<file path="config.mk">
export PLATFORM = sky130hd
export DESIGN_NAME = wlan_data_to_ethernet_frame
export DESIGN_NICKNAME = d
export VERILOG_FILES = /design/src/sv/wdef_pkg.sv /design/src/sv/wdef_queue.sv /design/src/sv/wdef_front.sv /design/src/sv/wdef_back.sv /design/src/sv/wlan_data_to_ethernet_frame.sv
export SDC_FILE = /design/constraint.sdc
export NUM_CORES = 1
export LEC_CHECK = 0
export BUFFER_PORTS_ARGS = -buffer_cell sky130_fd_sc_hd__clkbuf_2
export CORE_AREA = 2 2 209 211
export CTS_BUF_LIST = sky130_fd_sc_hd__clkbuf_4 sky130_fd_sc_hd__clkbuf_8
export DETAILED_ROUTE_END_ITERATION = 6
export DIE_AREA = 0 0 211 213
export GPL_TIMING_DRIVEN = 0
export PLACE_DENSITY = 0.89
export SLEW_MARGIN = 10
export SYNTH_ARGS = -nofsm -noshare
export SYNTH_HDL_FRONTEND = slang
export SYNTH_SLANG_ARGS = --single-unit
</file>
<file path="constraint.sdc">
create_clock -name i_clk -period 23.9 [get_ports i_clk]
set_input_delay 4.78 -clock i_clk [delete_from_list [all_inputs] [get_ports i_clk]]
set_output_delay 4.78 -clock i_clk [all_outputs]
set_load 0.1 [all_outputs]
</file>
<file path="src/sv/wdef_pkg.sv">
// ----------------------------------------------------------------------------
// wdef_pkg
// Shared types and constants for the 802.11 data to Ethernet frame converter.
// ----------------------------------------------------------------------------
package wdef_pkg;

    // 802.11 frame control fields
    localparam logic [15:0] FCTL_KIND_MASK = 16'h000C;
    localparam logic [15:0] FCTL_KIND_DATA = 16'h0008;
    localparam logic [15:0] FCTL_TO_DS     = 16'h0100;
    localparam logic [15:0] FCTL_FROM_DS   = 16'h0200;
    localparam logic [7:0]  SNAP_SAP_VALUE = 8'hAA;

    // header sizes in bytes
    localparam int ETH_HEAD_BYTES = 14;
    localparam int HDR_TOTAL      = 32;

    localparam logic [15:0] CAP_RESET = 16'hFFFF;

    // default queue depths
    localparam int TOK_QUEUE_DEPTH = 16;
    localparam int HDR_QUEUE_DEPTH = 2;

    // token kinds carried from front to back
    localparam logic [1:0] TK_BYTE = 2'd0;
    localparam logic [1:0] TK_HDR  = 2'd1;
    localparam logic [1:0] TK_REJ  = 2'd2;

    typedef struct packed {
        logic [1:0] kind;
        logic [7:0] data;
        logic       last;
    } t_tok;

    // Ethernet header, element k is emitted k-th
    typedef logic [ETH_HEAD_BYTES-1:0][7:0] t_eth_hdr;

    typedef struct packed {
        logic     tok_push;
        t_tok     tok;
        logic     hdr_push;
        t_eth_hdr hdr;
    } t_front_push;

endpackage

</file>
<file path="src/sv/wdef_queue.sv">
// ----------------------------------------------------------------------------
// wdef_queue
// Small first-in first-out queue with head shown combinationally.
// ----------------------------------------------------------------------------
module wdef_queue #(
    parameter int DEPTH = 2,
    parameter int WIDTH = 8
) (
    input  logic             i_clk,
    input  logic             i_rst_n,
    input  logic             i_push,
    input  logic [WIDTH-1:0] i_data,
    input  logic             i_pop,
    output logic [WIDTH-1:0] o_data,
    output logic             o_empty,
    output logic             o_full
);
    localparam int AW = (DEPTH > 1) ? $clog2(DEPTH) : 1;
    localparam int CW = $clog2(DEPTH + 1);

    logic [WIDTH-1:0] r_mem [DEPTH];
    logic [AW-1:0]    r_wr;
    logic [AW-1:0]    r_rd;
    logic [CW-1:0]    r_cnt;

    always_ff @(posedge i_clk) begin
        if (!i_rst_n) begin
            r_wr  <= '0;
            r_rd  <= '0;
            r_cnt <= '0;
        end else begin
            if (i_push) begin
                r_wr <= (r_wr == AW'(DEPTH - 1)) ? '0 : r_wr + AW'(1);
            end
            if (i_pop) begin
                r_rd <= (r_rd == AW'(DEPTH - 1)) ? '0 : r_rd + AW'(1);
            end
            case ({i_push, i_pop})
                2'b10:   r_cnt <= r_cnt + CW'(1);
                2'b01:   r_cnt <= r_cnt - CW'(1);
                default: r_cnt <= r_cnt;
            endcase
        end
    end

    always_ff @(posedge i_clk) begin
        if (i_push) begin
            r_mem[r_wr] <= i_data;
        end
    end

    assign o_data  = r_mem[r_rd];
    assign o_empty = (r_cnt == '0);
    assign o_full  = (r_cnt == CW'(DEPTH));

endmodule

</file>
<file path="src/sv/wdef_front.sv">
// ----------------------------------------------------------------------------
// wdef_front
// Captures the 802.11 and LLC/SNAP header, checks the frame and queues tokens.
// ----------------------------------------------------------------------------
module wdef_front (
    input  logic                 i_clk,
    input  logic                 i_rst_n,
    input  logic                 i_cfg_valid,
    input  logic [15:0]          i_cfg_data,
    input  logic                 i_valid,
    input  logic [7:0]           i_data_byte,
    input  logic [15:0]          i_frame_length,
    input  logic                 i_tok_full,
    input  logic                 i_hdr_full,
    output logic                 o_stall,
    output wdef_pkg::t_front_push o_push
);
    import wdef_pkg::*;

    logic [15:0] r_pos;
    logic        r_accepted;
    logic [15:0] r_cap;
    logic [7:0]  r_hdr [HDR_TOTAL];

    logic [15:0] n_pos;
    logic        n_accepted;
    logic        take;
    logic        last;
    logic        in_hdr;
    logic        at_check;
    logic [15:0] fc;
    logic        hdr_ok;
    logic        tods;
    logic        fromds;
    t_eth_hdr    eth;

    assign o_stall  = i_tok_full | i_hdr_full;
    assign take     = i_valid & ~o_stall;
    assign last     = ({1'b0, r_pos} + 17'd1) >= {1'b0, i_frame_length};
    assign in_hdr   = (r_pos[15:5] == '0);
    assign at_check = (r_pos == 16'(HDR_TOTAL - 1));

    assign fc     = {r_hdr[1], r_hdr[0]};
    assign tods   = (fc & FCTL_TO_DS) != '0;
    assign fromds = (fc & FCTL_FROM_DS) != '0;

    always_comb begin
        hdr_ok = (i_frame_length >= 16'(HDR_TOTAL))
               && ((fc & FCTL_KIND_MASK) == FCTL_KIND_DATA)
               && !(tods && fromds)
               && (r_hdr[24] == SNAP_SAP_VALUE)
               && (r_hdr[25] == SNAP_SAP_VALUE)
               && (({1'b0, i_frame_length} - 17'(HDR_TOTAL - ETH_HEAD_BYTES))
                   <= {1'b0, r_cap});
    end

    // pick destination and source by the distribution system bits
    always_comb begin
        for (int k = 0; k < 6; k++) begin
            eth[k]     = tods   ? r_hdr[16 + k] : r_hdr[4 + k];
            eth[6 + k] = fromds ? r_hdr[16 + k] : r_hdr[10 + k];
        end
        eth[12] = r_hdr[30];
        eth[13] = i_data_byte;
    end

    always_comb begin
        o_push          = '0;
        o_push.hdr      = eth;
        o_push.tok.data = i_data_byte;
        o_push.tok.last = last;
        n_accepted      = r_accepted;
        n_pos           = r_pos;
        if (take) begin
            if (in_hdr) begin
                if (at_check) begin
                    n_accepted = hdr_ok;
                    if (hdr_ok) begin
                        o_push.tok_push = 1'b1;
                        o_push.hdr_push = 1'b1;
                        o_push.tok.kind = TK_HDR;
                    end else if (last) begin
                        o_push.tok_push = 1'b1;
                        o_push.tok.kind = TK_REJ;
                    end
                end else if (last) begin
                    o_push.tok_push = 1'b1;
                    o_push.tok.kind = TK_REJ;
                end
            end else if (r_accepted) begin
                o_push.tok_push = 1'b1;
                o_push.tok.kind = TK_BYTE;
            end else if (last) begin
                o_push.tok_push = 1'b1;
                o_push.tok.kind = TK_REJ;
            end
            if (o_push.tok.kind == TK_REJ) begin
                o_push.tok.data = '0;
            end
            if (last) begin
                n_pos      = '0;
                n_accepted = 1'b0;
            end else begin
                n_pos = r_pos + 16'd1;
            end
        end
    end

    always_ff @(posedge i_clk) begin
        if (!i_rst_n) begin
            r_pos      <= '0;
            r_accepted <= 1'b0;
            r_cap      <= CAP_RESET;
        end else begin
            r_pos      <= n_pos;
            r_accepted <= n_accepted;
            if (i_cfg_valid) begin
                r_cap <= i_cfg_data;
            end
        end
    end

    always_ff @(posedge i_clk) begin
        if (take && in_hdr) begin
            r_hdr[r_pos[4:0]] <= i_data_byte;
        end
    end

endmodule

</file>
<file path="src/sv/wdef_back.sv">
// ----------------------------------------------------------------------------
// wdef_back
// Expands queued tokens into Ethernet bytes through a registered output stage.
// ----------------------------------------------------------------------------
module wdef_back (
    input  logic               i_clk,
    input  logic               i_rst_n,
    input  wdef_pkg::t_tok     i_tok,
    input  logic               i_tok_empty,
    input  wdef_pkg::t_eth_hdr i_hdr,
    output logic               o_tok_pop,
    output logic               o_hdr_pop,
    output logic               o_valid,
    input  logic               i_stall,
    output logic [7:0]         o_out_byte,
    output logic               o_last_out,
    output logic               o_status
);
    import wdef_pkg::*;

    localparam int HW = $clog2(ETH_HEAD_BYTES);

    logic          r_valid;
    logic [7:0]    r_byte;
    logic          r_last;
    logic          r_status;
    logic [HW-1:0] r_hcnt;

    logic          n_valid;
    logic [7:0]    n_byte;
    logic          n_last;
    logic          n_status;
    logic [HW-1:0] n_hcnt;
    logic          load;

    assign load = ~r_valid | ~i_stall;

    always_comb begin
        n_valid   = r_valid;
        n_byte    = r_byte;
        n_last    = r_last;
        n_status  = r_status;
        n_hcnt    = r_hcnt;
        o_tok_pop = 1'b0;
        o_hdr_pop = 1'b0;
        if (load) begin
            n_valid = 1'b0;
            if (!i_tok_empty) begin
                unique case (i_tok.kind)
                    TK_BYTE: begin
                        n_valid   = 1'b1;
                        n_byte    = i_tok.data;
                        n_last    = i_tok.last;
                        n_status  = 1'b0;
                        o_tok_pop = 1'b1;
                    end
                    TK_REJ: begin
                        n_valid   = 1'b1;
                        n_byte    = '0;
                        n_last    = 1'b1;
                        n_status  = 1'b1;
                        o_tok_pop = 1'b1;
                    end
                    TK_HDR: begin
                        n_valid  = 1'b1;
                        n_byte   = i_hdr[r_hcnt];
                        n_status = 1'b0;
                        if (r_hcnt == HW'(ETH_HEAD_BYTES - 1)) begin
                            // header done: retire both entries
                            n_last    = i_tok.last;
                            n_hcnt    = '0;
                            o_tok_pop = 1'b1;
                            o_hdr_pop = 1'b1;
                        end else begin
                            n_last = 1'b0;
                            n_hcnt = r_hcnt + HW'(1);
                        end
                    end
                    default: begin
                        // drop unknown token
                        o_tok_pop = 1'b1;
                    end
                endcase
            end
        end
    end

    always_ff @(posedge i_clk) begin
        if (!i_rst_n) begin
            r_valid <= 1'b0;
            r_hcnt  <= '0;
        end else begin
            r_valid <= n_valid;
            r_hcnt  <= n_hcnt;
        end
    end

    always_ff @(posedge i_clk) begin
        r_byte   <= n_byte;
        r_last   <= n_last;
        r_status <= n_status;
    end

    assign o_valid    = r_valid;
    assign o_out_byte = r_byte;
    assign o_last_out = r_last;
    assign o_status   = r_status;

endmodule

</file>
<file path="src/sv/wlan_data_to_ethernet_frame.sv">
// ----------------------------------------------------------------------------
// wlan_data_to_ethernet_frame
// 802.11 data frame to Ethernet frame translation, one byte per item.
// ----------------------------------------------------------------------------
// Takes one received byte per cycle while o_stall is low and gives one Ethernet
// result per cycle while tokens are queued and i_stall is low. The front captures
// the 32-byte MAC plus LLC/SNAP header, checks the frame on its 32nd byte and
// queues one token per result group; the back turns a header token into 14 output
// bytes, payload and reject tokens into one result each. The 14-byte burst is
// absorbed by the token queue (TOK_QUEUE_DEPTH entries) and the header queue
// (HDR_QUEUE_DEPTH snapshots); o_stall rises only when one of them is full.
// Output results leave a registered stage that follows the token queue.
// The capacity register may be written at any time the block is idle;
// o_cfg_ready is always high.
// ----------------------------------------------------------------------------
module wlan_data_to_ethernet_frame #(
    parameter int TOK_DEPTH = wdef_pkg::TOK_QUEUE_DEPTH,
    parameter int HDR_DEPTH = wdef_pkg::HDR_QUEUE_DEPTH
) (
    input  logic        i_clk,
    input  logic        i_rst_n,
    input  logic        i_cfg_valid,
    output logic        o_cfg_ready,
    input  logic [15:0] i_cfg_data,
    input  logic        i_valid,
    output logic        o_stall,
    input  logic [7:0]  i_data_byte,
    input  logic [15:0] i_frame_length,
    output logic        o_valid,
    input  logic        i_stall,
    output logic [7:0]  o_out_byte,
    output logic        o_last_out,
    output logic        o_status
);
    import wdef_pkg::*;

    t_front_push push;
    t_tok        tok_head;
    t_eth_hdr    hdr_head;
    logic        tok_empty;
    logic        tok_full;
    logic        hdr_empty;
    logic        hdr_full;
    logic        tok_pop;
    logic        hdr_pop;

    assign o_cfg_ready = 1'b1;

    wdef_front u_front (
        .i_clk          (i_clk),
        .i_rst_n        (i_rst_n),
        .i_cfg_valid    (i_cfg_valid & o_cfg_ready),
        .i_cfg_data     (i_cfg_data),
        .i_valid        (i_valid),
        .i_data_byte    (i_data_byte),
        .i_frame_length (i_frame_length),
        .i_tok_full     (tok_full),
        .i_hdr_full     (hdr_full),
        .o_stall        (o_stall),
        .o_push         (push)
    );

    wdef_queue #(
        .DEPTH (TOK_DEPTH),
        .WIDTH ($bits(t_tok))
    ) u_tok_queue (
        .i_clk   (i_clk),
        .i_rst_n (i_rst_n),
        .i_push  (push.tok_push),
        .i_data  (push.tok),
        .i_pop   (tok_pop),
        .o_data  (tok_head),
        .o_empty (tok_empty),
        .o_full  (tok_full)
    );

    wdef_queue #(
        .DEPTH (HDR_DEPTH),
        .WIDTH ($bits(t_eth_hdr))
    ) u_hdr_queue (
        .i_clk   (i_clk),
        .i_rst_n (i_rst_n),
        .i_push  (push.hdr_push),
        .i_data  (push.hdr),
        .i_pop   (hdr_pop & ~hdr_empty),
        .o_data  (hdr_head),
        .o_empty (hdr_empty),
        .o_full  (hdr_full)
    );

    wdef_back u_back (
        .i_clk       (i_clk),
        .i_rst_n     (i_rst_n),
        .i_tok       (tok_head),
        .i_tok_empty (tok_empty),
        .i_hdr       (hdr_head),
        .o_tok_pop   (tok_pop),
        .o_hdr_pop   (hdr_pop),
        .o_valid     (o_valid),
        .i_stall     (i_stall),
        .o_out_byte  (o_out_byte),
        .o_last_out  (o_last_out),
        .o_status    (o_status)
    );

endmodule

</file>
# == Word-level counts from Yosys, hierarchy flattened ==
# Memories as Yosys holds them, arrays and structs flattened. A register that Yosys moved wholly into a read port is not among the register bits.
# Index checks and enable logic that the tools add are counted.
# word_totals
reg_bits,65
ramBits,656
input_bits,45
elab_cells,142
n_memories,3
# op_classes
add_sub_neg,12
order_cmp,4
eq_ne,16
muxes,60
n_bitwise,9
reduce_logical,24
# memory_table
memory,depth,word_bits,read_ports,rd_ports_with_merged_regs,wr,line,text
u_front.r_hdr,32,8,23,0,1,wdef_front.sv:23,logic [7:0] r_hdr [HDR_TOTAL];
u_hdr_queue.r_mem,2,112,1,1,1,wdef_queue.sv:21,logic [WIDTH-1:0] r_mem [DEPTH];
u_tok_queue.r_mem,16,11,1,1,1,wdef_queue.sv:21,
# op_table
op,count
$mux W8,14
$bmux W8 S4,1
$mux W1,27
$pmux W8 S3,1
$mux W4,5
$mux W3,6
$add A16 B1 Y17 const B,1
$ge A17 B16 Y1,1
$le A17 B16 Y1,1
$sub A16 B5 Y17 const B,1
$add A16 B1 Y16 const B,1
$eq A16 B5 Y1 const B,1
$eq A8 B8 Y1 const B,2
$ge A16 B6 Y1 const B,1
$mux W16,1
$add A4 B1 Y4 const B,3
$eq A2 B2 Y1 const B,6
$eq A4 B4 Y1 const B,3
$reduce_and A3 Y1,4
$logic_not A11 Y1,1
$mux W11,1
$pmux W5 S2,1
$reduce_bool A2 Y1,5
$logic_and A1 B1 Y1,7
other kinds (20),30

# == Longest topological paths before layout ==
# Gate-level depths: netlist of the first run.
# An unclocked memory read counts as a cell.
# logic_depth
ltp_word,16
ltp_mapped,23
depth_no_buf,22

# == By module ==
# Synthesis of the first run repeated with hierarchy kept, for this count alone.
# hier_totals
cells_unflattened,1592
area_unflattened_um2,26915.8
# by_module_without_submodules
module,n_inst,cells_per_inst,area_per_inst_um2
wdef_front,1,669,9295.2
wdef_queue (u_hdr_queue),1,370,8284.2
wdef_queue (u_tok_queue),1,391,7604.8
wdef_back,1,159,1706.6
wlan_data_to_ethernet_frame,1,3,25.0

# == Least setup slack after synthesis of the first run ==
# Ideal clock, no wire load.
# synth_timing
path_type,in2reg
start,input port i_frame_length[5]
end,memory u_hdr_queue.r_mem[0][0] (netlist name) (enable)
setup_time_ns,0.585
arrival_ns,11.887
required_time_ns,23.315
path_slack_ns,11.429
path_stages,11
path_cell_list,nor4_1 > nand2_1 > nor4_1 > xnor2_1 > ha_1 > nand4_1 > or3_1 > nor3_1 > a31o_2 > nand3_1 > nor2_1
# synth_between
elab_chain_len,12
word_cells_on_any_way,14
cone_classes,add/sub: 1; order compare: 2; mux: 6; reduce/logical: 5
# synth_lines
item,line,text
from (decl),wlan_data_to_ethernet_frame.sv:28,"input logic [15:0] i_frame_length,"
"parallel branches: the longest is 5 deep, another holds $sub A16 B5 Y17",-,
$logic_and A1 B1 Y1 (*),wdef_front.sv:53,"&& (({1'b0, i_frame_length} - 17'(HDR_TOTAL - ETH_HEAD_BYTES))"
$mux W1 (*),wdef_front.sv:78,if (hdr_ok) begin
$mux W1 (*),wdef_front.sv:76,if (at_check) begin
$mux W1 (*),wdef_front.sv:75,if (in_hdr) begin
$mux W1 (*),wdef_front.sv:74,if (take) begin
$mux W1 (*),wdef_queue.sv:47,if (i_push) begin
$mux W1 (implied by the code) (*),wdef_queue.sv:48,r_mem[r_wr] <= i_data;
to (decl),wdef_queue.sv:21,
# Mark *: on every way between the ends.

# == Worst setup path in the final report of the first run ==
# layout_timing
start,input port i_frame_length[5]
end,register u_tok_queue.r_cnt[4]
# layout_between
elab_chain_len,13
word_cells_on_any_way,20
cone_classes,add/sub: 1; order compare: 3; eq/ne: 2; mux: 8; reduce/logical: 6
# layout_lines
item,line,text
"parallel branches: the longest is 8 deep, another holds $sub A16 B5 Y17",-,
$mux W3 (*),wdef_front.sv:75,
$mux W3 (*),wdef_front.sv:74,
$mux W11 (*),wdef_front.sv:74,
$eq A2 B1 Y1 or $eq A2 B2 Y1 (tied branches),wdef_queue.sv:38,"case ({i_push, i_pop})"
$pmux W5 S2 or $reduce_bool A2 Y1 (tied branches),-,
to (signal assigned),wdef_queue.sv:39,2'b10: r_cnt <= r_cnt + CW'(1);
to (signal assigned),wdef_queue.sv:40,2'b01: r_cnt <= r_cnt - CW'(1);
to (signal assigned),wdef_queue.sv:41,default: r_cnt <= r_cnt;
to (decl),wdef_queue.sv:24,logic [CW-1:0] r_cnt;
# Mark *: on every way between the ends. The select of a mux whose other input is x is not followed.
# A chain may end at the register's enable or synchronous reset.

==> results of run 1 <==
## synthesized netlist by cell type (11+ instances only)
library cell  instances
and2_1               16
dfxtp_1              60
xor2_1               15
nor2_1               80
inv_1                58
mux2i_1              38
xnor2_1              20
buf_2                11
edfxtp_1            582
nand3_1              17
and3_1               22
nand2_1              72
clkbuf_1             44
o21ai_0              31
o221ai_1             16
mux4_2               95
ha_1                 51
buf_1                13
mux2_2               96
a21oi_1              42
o211ai_1             23
## routing by layer
layer | vias up | track usage, %
met4 | 0 | 11.7
met3 | 198 | 6.27
met2 | 1217 | 46.0
met1 | 7519 | 36.0
li1 | 6353 | -
met5 | - | 0
## cell type report
cell class                      instances  area (um2)  share of cell area [%]
Sequential cell                       642       18700                    63.6
Multi-Input combinational cell        764        7140                    24.3
Clock buffer                          136        1660                    5.65
Tap cell                              546         683                    2.33
Timing Repair Buffer                   62         433                    1.47
Buffer                                 70         288                   0.980
Clock inverter                         37         264                   0.899
Inverter                               59         221                   0.754
## layout by cell type, fill, tap and decap left out, types with 15 or more instances in the layout
cell type / instances
edfxtp_1: 582
clkbuf_8: 102
mux2_2: 96
mux4_2: 95
nor2_1: 79
nand2_1: 72
dfxtp_1: 60
inv_1: 58
clkbuf_2: 55
ha_1: 51
clkbuf_1: 44
a21oi_1: 42
mux2i_1: 38
clkbuf_4: 34
o21ai_0: 31
o211ai_1: 23
and3_1: 22
xnor2_1: 20
nand3_1: 17
clkinv_1: 17
o221ai_1: 16
xor2_1: 15
and2_1: 15
## state kept, by name, summed over array words and instances (netlist names), 2 cells and up, named ones only
signal	flops
u_tok_queue.r_cnt	5
u_back.r_hcnt	4
u_tok_queue.r_wr	4
u_hdr_queue.r_mem	224
u_front.r_pos	16
u_back.o_out_byte	8
u_tok_queue.r_mem	176
u_front.r_hdr	172
u_hdr_queue.r_cnt	2
u_tok_queue.r_rd	4
u_front.r_cap	16
## worst min path at each step
stage          slack, ns  cells after the start                 start                   endpoint
2_1_floorplan       0.42                      0  u_front.r_hdr[30][4]  u_hdr_queue.r_mem[0][100]
3_3_place_gp        0.42                      0  u_front.r_hdr[30][7]  u_hdr_queue.r_mem[1][103]
3_5_place_dp        0.43                      0  u_front.r_hdr[30][0]   u_hdr_queue.r_mem[1][96]
4_1_cts             0.45                      0  u_front.r_hdr[30][0]   u_hdr_queue.r_mem[0][96]
5_1_grt             0.46                      0  u_front.r_hdr[30][1]   u_hdr_queue.r_mem[1][97]
6_report            0.44                      0  u_front.r_hdr[30][0]   u_hdr_queue.r_mem[1][96]
## through the flow
stage               hold slack (ns)  instances  util [%]
global placement              0.423       2136      63.9
CTS                           0.445       2316      68.8
detailed placement            0.434       2143      64.3
finish                        0.444       2316      68.8
floorplan                     0.421       1535         -
global route                  0.458       2316      68.8
## power by group through the flow
stage               Clock (W)  Sequential [W]  Combinational, W
floorplan                   0         0.00134          0.000200
global placement            0         0.00128          0.000338
detailed placement          0         0.00128          0.000357
CTS                  0.000904         0.00126          0.000364
global route         0.000950         0.00126          0.000386
finish               0.000897         0.00126          0.000366
## worst max-delay path, stage by stage
cell and delay, ns:
clkbuf_2 0.12, nor4_1 0.67, nand2_1 0.27, nor4_1 0.32
xnor2_1 0.12, ha_1 0.32, nand4_1 0.15, or3_1 0.40
nor3_1 0.26, a31o_2 0.23, a211oi_4 0.10, nor2_2 0.29
buf_6 0.18, inv_1 0.05, ha_1 0.27, fa_1 0.44
a21o_1 0.19, a21oi_1 0.17, xor2_1 0.11, or3_1 0.33
a21oi_1 0.14
## cell families after synthesis
logic type      after synthesis  synth area share [%]
fa+ha+maj                    52                  2.50
xor+xnor                     35                  1.17
simple gates                281                  5.43
other cells                   1                0.0143
flops                       642                  71.0
mux                         229                  13.7
buf+inv                     129                  1.94
compound gates              166                  4.28
==> results_dict.tcl, run 1 <==
set metrics [dict create \
    cp-endpoint "u_tok_queue.r_cnt[4]" \
    grt_overflow_total 0 \
    area_growth_pct 11.6 \
    timing.rr.start "u_front.r_pos[0]" \
    drv_slew 0 \
    syn_inst 1535 \
    critPathRequiredTime_ns 24.51 \
    fillers 2419 \
    topRoutingLayerUsed "met4" \
    yosys_warnings 0 \
    postCtsHoldBufs 0 \
    die_y_um 213 \
    drtAntennaViolNets 0 \
    drt-met1-wl_mm 22.3 \
    synth_edf_count 582 \
    cts.sinks 642 \
    swShare_pct 26.5 \
    drt_pre_antenna_iters 6 \
    fin_area_um2 29400 \
    gpl.final_weighted_congestion 0.884 \
    p_per_area_nw_per_um2 85.8 \
    seq_area_frac_synth_pct 71.0 \
    place_area_um2 27400 \
    peakVddDrop_uv 58.3 \
    yosys.area.top_type "edfxtp_1" \
    p_switching_w 0.000668 \
    dieWidth_um 211 \
    grt_max_degree 47 \
    r2r-end "u_tok_queue.r_cnt[4]" \
    cts.reportedPaths.clkPinSlew_ns 0.06 \
    outcome "completed" \
    initial_core_util_pct 61.6 \
    skew_ns 0.0332 \
    clk_path_buf_depth 3 \
    drc_errors 0 \
    p_int_w 0.00185 \
    vias_per_cell 6.60 \
    netlist.area_leader.share_pct 66.4 \
    max_slew_margin_pct 24.6 \
    antenna_found_initial 0 \
    cts_max_level 3 \
    min_period_over_period_pct 39.0 \
    p_leak_nw 9.74 \
    routed_wl_mm 61.0 \
    r2r_cells 21 \
    hold_violations 0 \
    cts_tree "done" \
    ys.flop_type "edfxtp_1" \
    grt_pass1_vias 15600 \
    rsz0062_at_grt "false" \
    yosys.cell_types.count 68 \
    min_path_type "flip-flop to flip-flop" \
    numCtsBuffers 97 \
    start_kind "primary input" \
    worst_setup_path_end_kind "flip-flop" \
    wl_met2_mm 30.1 \
    clk_latency_ns 0.68 \
    syn_area_per_cell_um2 17.1 \
    rows 76 \
    cap_viol_max_count 0 \
    ios 58 \
    finalWorstSetupSlack_ns 14.59 \
    syn_area_um2 26300 \
    p_clk_share_pct 35.6 \
    post-route-min-period_ns 9.31 \
    path_max_fanout 10 \
    seqPwrFrac_pct 49.9 \
    fp.coreArea_um2 42700 \
    setup_violations 0 \
    setup_tns_ns 0 \
    worst_pin_slew_ns 1.13 \
    cts_root_buf "clkbuf_8" \
    rrSetupSlack_ns 18.53 \
    ys_async_sr_fraction_pct 0 \
    grt_pass1_wl_mm 91.8 \
    io_buffer_count 55 \
    fmax_ghz 0.107 \
    dp_hpwl_mm 39.6 \
    startpoint "i_frame_length[5]" \
    drive_above_1_share_pct 24.9 \
    cp.arrival_ns 9.92 \
    nets 1793 \
    wl_met3_mm 6.40 \
    ys_ff_latch 642 \
    antenna_cells 0 \
    synth_area_leaders "edfxtp_1, mux4_2, dfxtp_1, mux2_2, ha_1" \
    cts.repair.resized 0 \
    synthesis.nets 1632 \
    finalPower_w 0.00252 \
    pwr-share-comb_pct 14.5 \
    pre_cts_ws_ns 14.03 \
    drt_iter0_drc 2308 \
    cts_setup_buffers 0 \
    routedWlPerCell_um 26.3 \
    vias 15300 \
    criticalPathCategory "primary input to flip-flop" \
    track_usage_pct 27.8 \
    die-area_um2 44900 \
]
Power figures use the tool's default switching activity.
==> run 2: changes to the inputs <==
--- a/config.mk
+++ b/config.mk
@@ -6,12 +6,12 @@
 export NUM_CORES = 1
 export LEC_CHECK = 0
 export BUFFER_PORTS_ARGS = -buffer_cell sky130_fd_sc_hd__clkbuf_2
-export CORE_AREA = 2 2 209 211
+export CORE_AREA = 2 2 215 217
 export CTS_BUF_LIST = sky130_fd_sc_hd__clkbuf_4 sky130_fd_sc_hd__clkbuf_8
 export DETAILED_ROUTE_END_ITERATION = 6
-export DIE_AREA = 0 0 211 213
+export DIE_AREA = 0 0 217 219
 export GPL_TIMING_DRIVEN = 0
-export PLACE_DENSITY = 0.89
+export PLACE_DENSITY = 0.88
 export SLEW_MARGIN = 10
 export SYNTH_ARGS = -nofsm -noshare
 export SYNTH_HDL_FRONTEND = slang
==> constraint.sdc (replaced) <==
create_clock -name i_clk -period 8 [get_ports i_clk]
set_input_delay 1.6 -clock i_clk [delete_from_list [all_inputs] [get_ports i_clk]]
set_output_delay 1.6 -clock i_clk [all_outputs]
set_load 0.1 [all_outputs]
==> run 2 against run 1 <==
Routed wire length rose by 0.39%. Worst setup slack got worse by 13 ns. Register-to-register slack got worse by 16 ns. Clock power rose to 3.0 times the previous value. Sequential power rose to 3.0 times the previous value. Sequential share of layout area fell by 0.18 points. Global-route usage fell by 1.8 points. First-iteration DRC count fell by 5.5%. Via count fell by 0.56%. Sequential cell count did not move. Combinational power rose to 3.2 times the previous value. Critical path depth did not move. Critical endpoint unchanged. Largest cell class unchanged. Largest power group unchanged. Highest routed layer is now met5.
==> results_dict.tcl, run 2 (synthesis results as in run 1) <==
set metrics [dict create \
    drt_pre_antenna_iters 6 \
    drc_errors 0 \
    postCtsHoldBufs 0 \
    grt_pass1_vias 15700 \
    p_leak_nw 9.91 \
    cp_cell_sequence "clkbuf_2, nor4_1, nand2_1, nor4_1, xnor2_1, ha_1, nand4_1, or3_1, nor3_1, a31o_2, a211oi_4, nor2_2, buf_6, inv_1, ha_1, fa_1, a21o_1, a21oi_1, xor2_1, or3_1, a21oi_1" \
    layout_common_cells "edfxtp_1, clkbuf_8, mux2_2" \
    cap_viol_max_count 0 \
    vias 15200 \
    p_clk_share_pct 35.5 \
    dieWidth_um 217 \
    dp_hpwl_mm 39.3 \
    nets 1791 \
    gpl.final_weighted_congestion 0.879 \
    cts.sinks 642 \
    rsz0062_at_grt "false" \
    path_buf_inv 3 \
    max_slew_margin_pct 24.2 \
    die_y_um 219 \
    drv_slew 0 \
    cts_setup_buffers 0 \
    routed_wl_mm 61.2 \
    peakVddDrop_uv 216 \
    drive_above_1_share_pct 24.8 \
    setup_violations 0 \
    fp.coreArea_um2 45100 \
    utilization_pct 65.3 \
    p_per_area_nw_per_um2 259 \
    post-route-min-period_ns 6.09 \
    io_buffer_count 55 \
    hold_violations 0 \
    min_period_over_period_pct 76.2 \
    routedWlPerCell_um 25.8 \
    cts.repair.resized 0 \
    track_usage_pct 26.0 \
    skew_ns 0.0586 \
    cts_max_level 3 \
    clk_latency_ns 0.71 \
    p_int_w 0.00554 \
    criticalPathCategory "primary input to flip-flop" \
    crit_path_max_incr_delay_ns 0.69 \
    cts_tree "done" \
    p_switching_w 0.00208 \
    antenna_found_initial 2 \
    critPathSlowestCell "nor4_1" \
    largest-register "u_hdr_queue.r_mem" \
    ios 58 \
    worst_pin_slew_ns 1.14 \
    grt_overflow_total 0 \
    cts.reportedPaths.clkPinSlew_ns 0.07 \
    seqPwrFrac_pct 49.2 \
    worst_setup_path_end_kind "flip-flop" \
    grt_max_degree 47 \
    cp.arrival_ns 6.68 \
    final_common_cell "edfxtp_1" \
    fin_area_um2 29400 \
    numCtsBuffers 95 \
    vias_per_cell 6.41 \
    critPathRequiredTime_ns 8.59 \
    path_max_fanout 10 \
    initial_core_util_pct 58.3 \
    fmax_ghz 0.164 \
    pwr-share-comb_pct 15.3 \
    drtAntennaViolNets 0 \
    largest_reg_flops 224 \
    outcome "completed" \
    grt_pass1_wl_mm 91.9 \
    start_kind "primary input" \
    cts_root_buf "clkbuf_8" \
    antenna_cells 0 \
    swShare_pct 27.2 \
    min_path_type "flip-flop to flip-flop" \
    area_growth_pct 11.9 \
    place_area_um2 27500 \
    die-area_um2 47500 \
    clk_path_buf_depth 3 \
    crit_family "simple AND/OR/NAND/NOR gates" \
    drt_iter0_drc 2180 \
    rows 78 \
]
[run 2: cell types whose count changed in the layout (fill, tap and decap cells not counted), sizes merged]
cell,delta
bufinv,+1
clkbuf,-10
clkinv,+10
clkinvlp,-3
inv,+2
[run 2: final timing paths]
check,from,end,slack [ns],depth (start not counted)
setup / recovery,i_frame_length[5],u_tok_queue.r_cnt[4],1.91,21
hold / removal,u_front.r_hdr[30][1],u_hdr_queue.r_mem[0][97],0.44,0
setup reg to reg,u_front.r_pos[2],u_tok_queue.r_cnt[4],2.65,20
hold reg to reg,u_front.r_hdr[30][1],u_hdr_queue.r_mem[0][97],0.44,0
[run 2: metrics by stage]
stage,hold slack (ns),setup WS (ns),cells,power (W),TNS [ns]
final,0.441,1.91,2370,0.00762,0
after global routing,0.454,1.61,2370,0.00783,0
after CTS,0.440,1.93,2370,0.00763,0
after detailed placement,0.430,1.21,2197,0.00496,0
after global placement,0.424,-1.46,2190,0.00490,-317.25
after floorplan,0.421,0.589,1535,0.00464,0
[run 2: metal layers]
metal | up-vias | part of all wire, % | track usage [%]
met5 | - | 0.015 | 0
met4 | 2 | 3.8 | 11.9
met3 | 193 | 10 | 5.95
met2 | 1149 | 49 | 43.0
met1 | 7490 | 37 | 33.1
li1 | 6367 | - | -
[run 2: final cells by class]
cell class	count	area [um2]
plain buffers	70	288
clock buffers	126	1590
clock inverters	47	358
fillers	2799	15600
inverters	59	221
multi-input cells	764	7140
flip-flops and latches	642	18700
well taps	600	751
repair buffers	62	425
[run 2: power groups by stage]
stage | clock (W) | combinational (W) | sequential [W]
floorplan | 0 | 0.000618 | 0.00402
global placement | 0 | 0.00108 | 0.00382
detailed placement | 0 | 0.00114 | 0.00382
CTS | 0.00272 | 0.00116 | 0.00375
global route | 0.00286 | 0.00122 | 0.00375
finish | 0.00271 | 0.00116 | 0.00375
